<file path="config.mk">
export PLATFORM = sky130hd
export DESIGN_NAME = pba_ctrl
export DESIGN_NICKNAME = d
export VERILOG_FILES = /design/src/design/pba_pkg.sv /design/src/design/pba_ctrl.sv
export SDC_FILE = /design/constraint.sdc
export NUM_CORES = 1
export LEC_CHECK = 0
export ABC_CLOCK_PERIOD_IN_PS = 3000
export BUFFER_PORTS_ARGS = -buffer_cell sky130_fd_sc_hd__buf_4
export CORE_AREA = 4 4 41 43
export CTS_CLUSTER_SIZE = 25
export DETAILED_ROUTE_END_ITERATION = 7
export DIE_AREA = 0 0 45 47
export SYNTH_ARGS = -nofsm -noshare
export SYNTH_HDL_FRONTEND = slang
export SYNTH_SLANG_ARGS = --single-unit
</file>
<file path="constraint.sdc">
create_clock -name i_clk -period 3 [get_ports i_clk]
set_clock_uncertainty 0.1 [all_clocks]
set_input_delay 0.6 -clock i_clk [delete_from_list [all_inputs] [get_ports i_clk]]
set_output_delay 0.6 -clock i_clk [all_outputs]
set_load 0.01 [all_outputs]
</file>
<file path="src/design/pba_pkg.sv">
// Shared constants, types and helper functions of the page bitmap allocator.
`default_nettype none

package pba_pkg;

    // Store geometry.
    localparam int NUM_PAGES        = 4096;
    localparam int PAGE_SHIFT       = 21;
    localparam int SMALL_PAGE_SHIFT = 12;
    localparam int RESET_USED       = 3;

    localparam int WORD_W      = 64;
    localparam int BIT_IDX_W   = $clog2(WORD_W);
    localparam int MAP_WORDS   = (NUM_PAGES + WORD_W - 1) / WORD_W;
    localparam int ROW_W       = (MAP_WORDS > 1) ? $clog2(MAP_WORDS) : 1;
    localparam int SLICE_W     = 8;
    localparam int SLICE_CNT   = WORD_W / SLICE_W;
    localparam int SLICE_IDX_W = $clog2(SLICE_W);
    localparam int SLICE_SEL_W = $clog2(SLICE_CNT);
    localparam int IDX_W       = ROW_W + BIT_IDX_W;
    localparam int END_W       = IDX_W + 1;

    // Field widths.
    localparam int KIND_W   = 2;
    localparam int COUNT_W  = 13;
    localparam int ADDR_W   = 52;
    localparam int TYPE_W   = 4;
    localparam int SMALL_W  = 40;
    localparam int STATUS_W = 2;
    localparam int EXT_W    = ADDR_W + 1;
    localparam int CMP_W    = ((IDX_W > COUNT_W) ? IDX_W : COUNT_W) + 1;

    // Request kinds.
    localparam logic [KIND_W-1:0] KIND_ALLOC  = 2'd0;
    localparam logic [KIND_W-1:0] KIND_FREE   = 2'd1;
    localparam logic [KIND_W-1:0] KIND_REGION = 2'd2;

    // Result status codes.
    localparam logic [STATUS_W-1:0] STATUS_OK    = 2'd0;
    localparam logic [STATUS_W-1:0] STATUS_BAD   = 2'd1;
    localparam logic [STATUS_W-1:0] STATUS_NOFIT = 2'd2;

    // Firmware memory types whose pages stay free.
    localparam logic [TYPE_W-1:0] TYPE_LOADER_CODE   = 4'd1;
    localparam logic [TYPE_W-1:0] TYPE_BOOT_SVC_CODE = 4'd3;
    localparam logic [TYPE_W-1:0] TYPE_BOOT_SVC_DATA = 4'd4;
    localparam logic [TYPE_W-1:0] TYPE_CONVENTIONAL  = 4'd7;

    typedef enum logic [2:0] {
        S_IDLE,
        S_SETUP,
        S_SCAN_RD,
        S_SCAN,
        S_FILL_RD,
        S_FILL_WR,
        S_DONE
    } t_state;

    typedef struct packed {
        logic load;
        logic setup;
        logic scan_rd;
        logic scan_step;
        logic fill_rd;
        logic fill_wr;
        logic done;
    } t_cmd;

    typedef struct packed {
        logic is_alloc;
        logic slice_found;
        logic scan_end;
        logic slice_last;
        logic fill_pending;
        logic fill_last;
    } t_stat;

    function automatic logic type_is_free(input logic [TYPE_W-1:0] t);
        return (t == TYPE_LOADER_CODE) || (t == TYPE_BOOT_SVC_CODE) ||
               (t == TYPE_BOOT_SVC_DATA) || (t == TYPE_CONVENTIONAL);
    endfunction

    // Content of a bitmap row that has not been written since reset.
    function automatic logic [WORD_W-1:0] reset_word(input logic [ROW_W-1:0] row);
        logic [WORD_W-1:0] w;
        w = '0;
        for (int j = 0; j < WORD_W; j++) begin
            if ((int'(row) * WORD_W + j < RESET_USED) &&
                (int'(row) * WORD_W + j < NUM_PAGES)) begin
                w[j] = 1'b1;
            end
        end
        return w;
    endfunction

endpackage

`default_nettype wire

</file>
<file path="src/design/pba_ctrl.sv">
// Controller state machine that sequences setup, bitmap search and marking.
`default_nettype none

module pba_ctrl (
    input  wire            i_clk,
    input  wire            i_rst_n,
    input  wire            start,
    output logic           busy,
    input  pba_pkg::t_stat i_stat,
    output pba_pkg::t_cmd  o_cmd
);
    import pba_pkg::*;

    t_state r_state;
    t_state n_state;

    always_ff @(posedge i_clk) begin
        if (!i_rst_n) begin
            r_state <= S_IDLE;
        end else begin
            r_state <= n_state;
        end
    end

    always_comb begin
        n_state = r_state;
        case (r_state)
            S_IDLE: begin
                if (start) n_state = S_SETUP;
            end
            S_SETUP: begin
                n_state = i_stat.is_alloc ? S_SCAN_RD : S_FILL_RD;
            end
            S_SCAN_RD: begin
                n_state = S_SCAN;
            end
            S_SCAN: begin
                if (i_stat.slice_found) begin
                    n_state = S_FILL_RD;
                end else if (i_stat.scan_end) begin
                    n_state = S_DONE;
                end else if (i_stat.slice_last) begin
                    n_state = S_SCAN_RD;
                end
            end
            S_FILL_RD: begin
                n_state = i_stat.fill_pending ? S_FILL_WR : S_DONE;
            end
            S_FILL_WR: begin
                n_state = i_stat.fill_last ? S_DONE : S_FILL_RD;
            end
            S_DONE: begin
                n_state = S_IDLE;
            end
            default: begin
                n_state = S_IDLE;
            end
        endcase
    end

    always_comb begin
        o_cmd = '0;
        case (r_state)
            S_IDLE:    o_cmd.load      = start;
            S_SETUP:   o_cmd.setup     = 1'b1;
            S_SCAN_RD: o_cmd.scan_rd   = 1'b1;
            S_SCAN:    o_cmd.scan_step = 1'b1;
            S_FILL_RD: o_cmd.fill_rd   = i_stat.fill_pending;
            S_FILL_WR: o_cmd.fill_wr   = 1'b1;
            S_DONE:    o_cmd.done      = 1'b1;
            default:   o_cmd           = '0;
        endcase
    end

    assign busy = (r_state != S_IDLE);

    a_done_returns_idle: assert property (@(posedge i_clk) disable iff (!i_rst_n)
        (r_state == S_DONE) |=> (r_state == S_IDLE))
        else $error("result strobe not followed by idle");

    a_one_command: assert property (@(posedge i_clk) disable iff (!i_rst_n)
        $onehot0({o_cmd.load, o_cmd.setup, o_cmd.scan_rd, o_cmd.scan_step,
                  o_cmd.fill_rd, o_cmd.fill_wr, o_cmd.done}))
        else $error("more than one datapath command in a cycle");

endmodule

`default_nettype wire

</file>
==> results by group <==
GRT
  – Number of global-route vias before repair: 238
  – Largest net degree at the start of global routing: 13
  – GRT Util Overall: 7.10%
  – Total congestion overflow: 0
  – Initial antenna violation count: 0
  – First-pass GRT wire length: 1000 um

Routing
  – DRT Pass-1 Iters: 4
  – DRC viols: 0
  – Antenna Nets Post-Route: 0
  – Detailed-route via count: 298
  – Routed Wire Length: 719 um
  – DRT iter0 DRCs: 6
  – Vias per cell: 4.73
  – WL/cell: 11.4 um

Clocking
  – H-tree levels: 1
  – CTS tree: done
  – CTS buffer count: 3
  – Clock Latency Late Sink: 0.23 ns
  – Clock root buffer: clkbuf_4
  – Clock Sinks: 3
  – Clock transition at path regs: 0.04 ns
  – Hold-fix buffers, CTS: 0
  – Post-CTS setup buffers: 0
  – Cts repair resizes: 0
  – Clk buf depth: 2

STA
  – Final setup fails: 0
  – RSZ-0062 raised after global routing: no
  – Tightest hold margin: 0.510 ns
  – Post-route minimum period: 1.96 ns
  – Setup TNS: 0 ns
  – Final hold violation count: 0
  – Slew @ Worst Pin: 0.388 ns
  – Final Max Tran Viols: 0
  – Final cycle utilization of the critical path: 65.2%
  – Worst slew margin: 74.1%
  – Fmax: 0.511 GHz

Worst setup path
  – Critical path launch point: r_state[0]$_SDFFE_PN0P_
  – Req. time, crit path: 2.30 ns
  – Crit path launch type: flip-flop
  – CP Class: flip-flop to primary output
  – Top delay family on crit path: simple AND/OR/NAND/NOR gates
  – Critical Path Sink Type: primary output
  – RR Startpoint: r_state[2]$_SDFFE_PN0P_
  – CP arrival: 1.26 ns
  – Sum of buffers and inverters on the critical path: 1
  – Max FO, Critical Path: 11
  – Critical path's largest stage delay: 0.43 ns
  – Slowest cell on crit path: or3_4
  – R2R setup slack: 1.65 ns
  – Crit path cell chain: or3_4 -> nor2_2 -> buf_4

Synth
  – Synth top area cells: dfxtp_1, and3b_2, nor2_1
  – Yosys top cell by area: dfxtp_1
  – Syn_nets: 40
  – Synthesized flop and latch total: 3
  – Most common cell in the netlist: nor2_1
  – Cell count after synthesis: 31
  – Synth top area share: 23.0%
  – Post-synthesis mux area share: 3.83%
  – Simple-Gate Fraction of Synth Area: 45.0%
  – Largest family of logic cells by synthesized area: simple AND/OR/NAND/NOR gates
  – Most common flop cell mapped by yosys: dfxtp_1
  – Synthesized area: 262 um2
  – Leading cell types by count after synthesis: nor2_1, dfxtp_1
  – Yosys cell types: 21
  – Synth Area in XOR/XNOR: 0%
  – Mean Syn Cell Area: 8.44 um2
  – Sequential fraction of the synthesis area: 23.0%
  – Number of warnings issued by yosys: 0
  – Post-Synth Adder-Cell Area: 0%
  – Post-synth EDFFs: 0
  – Post-synth ARST share: 0%
  – Compound-Gate Fraction of Synth Area: 16.3%

Floorplan
  – Initial Util: 20.1%
  – Core box area: 1300 um2
  – Die Span Y: 47 um
  – Die area: 2120 um2
  – IO Pins: 17
  – Num rows: 13
  – DIE WIDTH: 45 um

Place
  – Placer Congestion: 0.683
  – Placed cell area: 377 um2
  – Post-detail-place hpwl: 508 um
  – Placed cells: 59
  – IO Port Bufs: 16

Final layout
  – Max reg flops: 3
  – Share of cells above drive strength 1: 52.1%
  – Post-route cell area: 403 um2
  – Reg with most FFs: r_state
  – Post-route insts no fill: 63
  – Finished Core Util: 31.0%
  – Top Registers: r_state (3)
  – Area growth from synthesis to layout: 54.1%
  – Final #Nets: 58
  – Ant. Diodes: 0

Pwr
  – Pwr/cell area: 508 nW/um2
  – Pleak: 0.199 nW
  – Max VDD drop: 256 uV

Min path
  – Hold WC Path Type: input port to flip-flop
  – Hold Startpoint: i_rst_n

Status
  – Status: finished, final reports clean

Run
  – MaxCap Viol Count: 0
## cells by family (layout without fill, tap and decap cells)
logic type	count (synthesis)	after routing
AND/OR/NAND/NOR	17	17
AO/OA/AOI/OAI	5	5
buffers and inverters	5	22
flip-flops	3	3
multiplexers	1	1
## path summary, 6_finish.rpt
check	end	depth (start not counted)
worst max register to register	r_state[1]$_SDFFE_PN0P_	3
worst min register to register	r_state[2]$_SDFFE_PN0P_	1
worst min-delay path	r_state[0]$_SDFFE_PN0P_	2
worst max-delay path	o_cmd[6]	3
## cells in the final DEF, fill, tap and decap left out, drive strengths merged
master  count
nor3        1
and3b       2
o22ai       1
o31a        1
and4bb      1
inv         2
nor3b       2
o221ai      1
a31o        1
nor2        6
nand2b      1
buf        16
nor4b       1
dfxtp       3
o311a       1
clkbuf      4
or3         1
nand2       2
mux2i       1
## cell type report
cell class	instances	area (um2)
Clock buffer	4	26.3
Fill cell	147	898
Inverter	2	7.51
Multi-Input combinational cell	23	170
Sequential cell	3	60.1
Tap cell	15	18.8
Timing Repair Buffer	16	120
## worst reg2reg max path, cell delays in order (launching register included)
cell and delay [ns]:
dfxtp_1 0.55, nand2b_1 0.22, inv_1 0.05, o311a_1 0.31
## metal layers
layer	global-route usage [%]	wire (um)
met1	7.03	297
met2	10.7	326
met3	6.90	95
met4	1.75	0
met5	0	0
## per-stage QoR
| step | total power [mW] | setup WS (ns) |
|---|---|---|
| after floorplan | 0.105 | 1.32 |
| after global placement | 0.131 | 1.24 |
| after detailed placement | 0.132 | 1.24 |
| after CTS | 0.208 | 1.03 |
| after global routing | 0.222 | 0.980 |
| final | 0.205 | 1.04 |
## power by group
group | switching, mW | internal [mW]
sequential | 0.0162 | 0.0458
combinational | 0.0262 | 0.0426
clock | 0.0238 | 0.0500
Power figures use the tool's default switching activity.
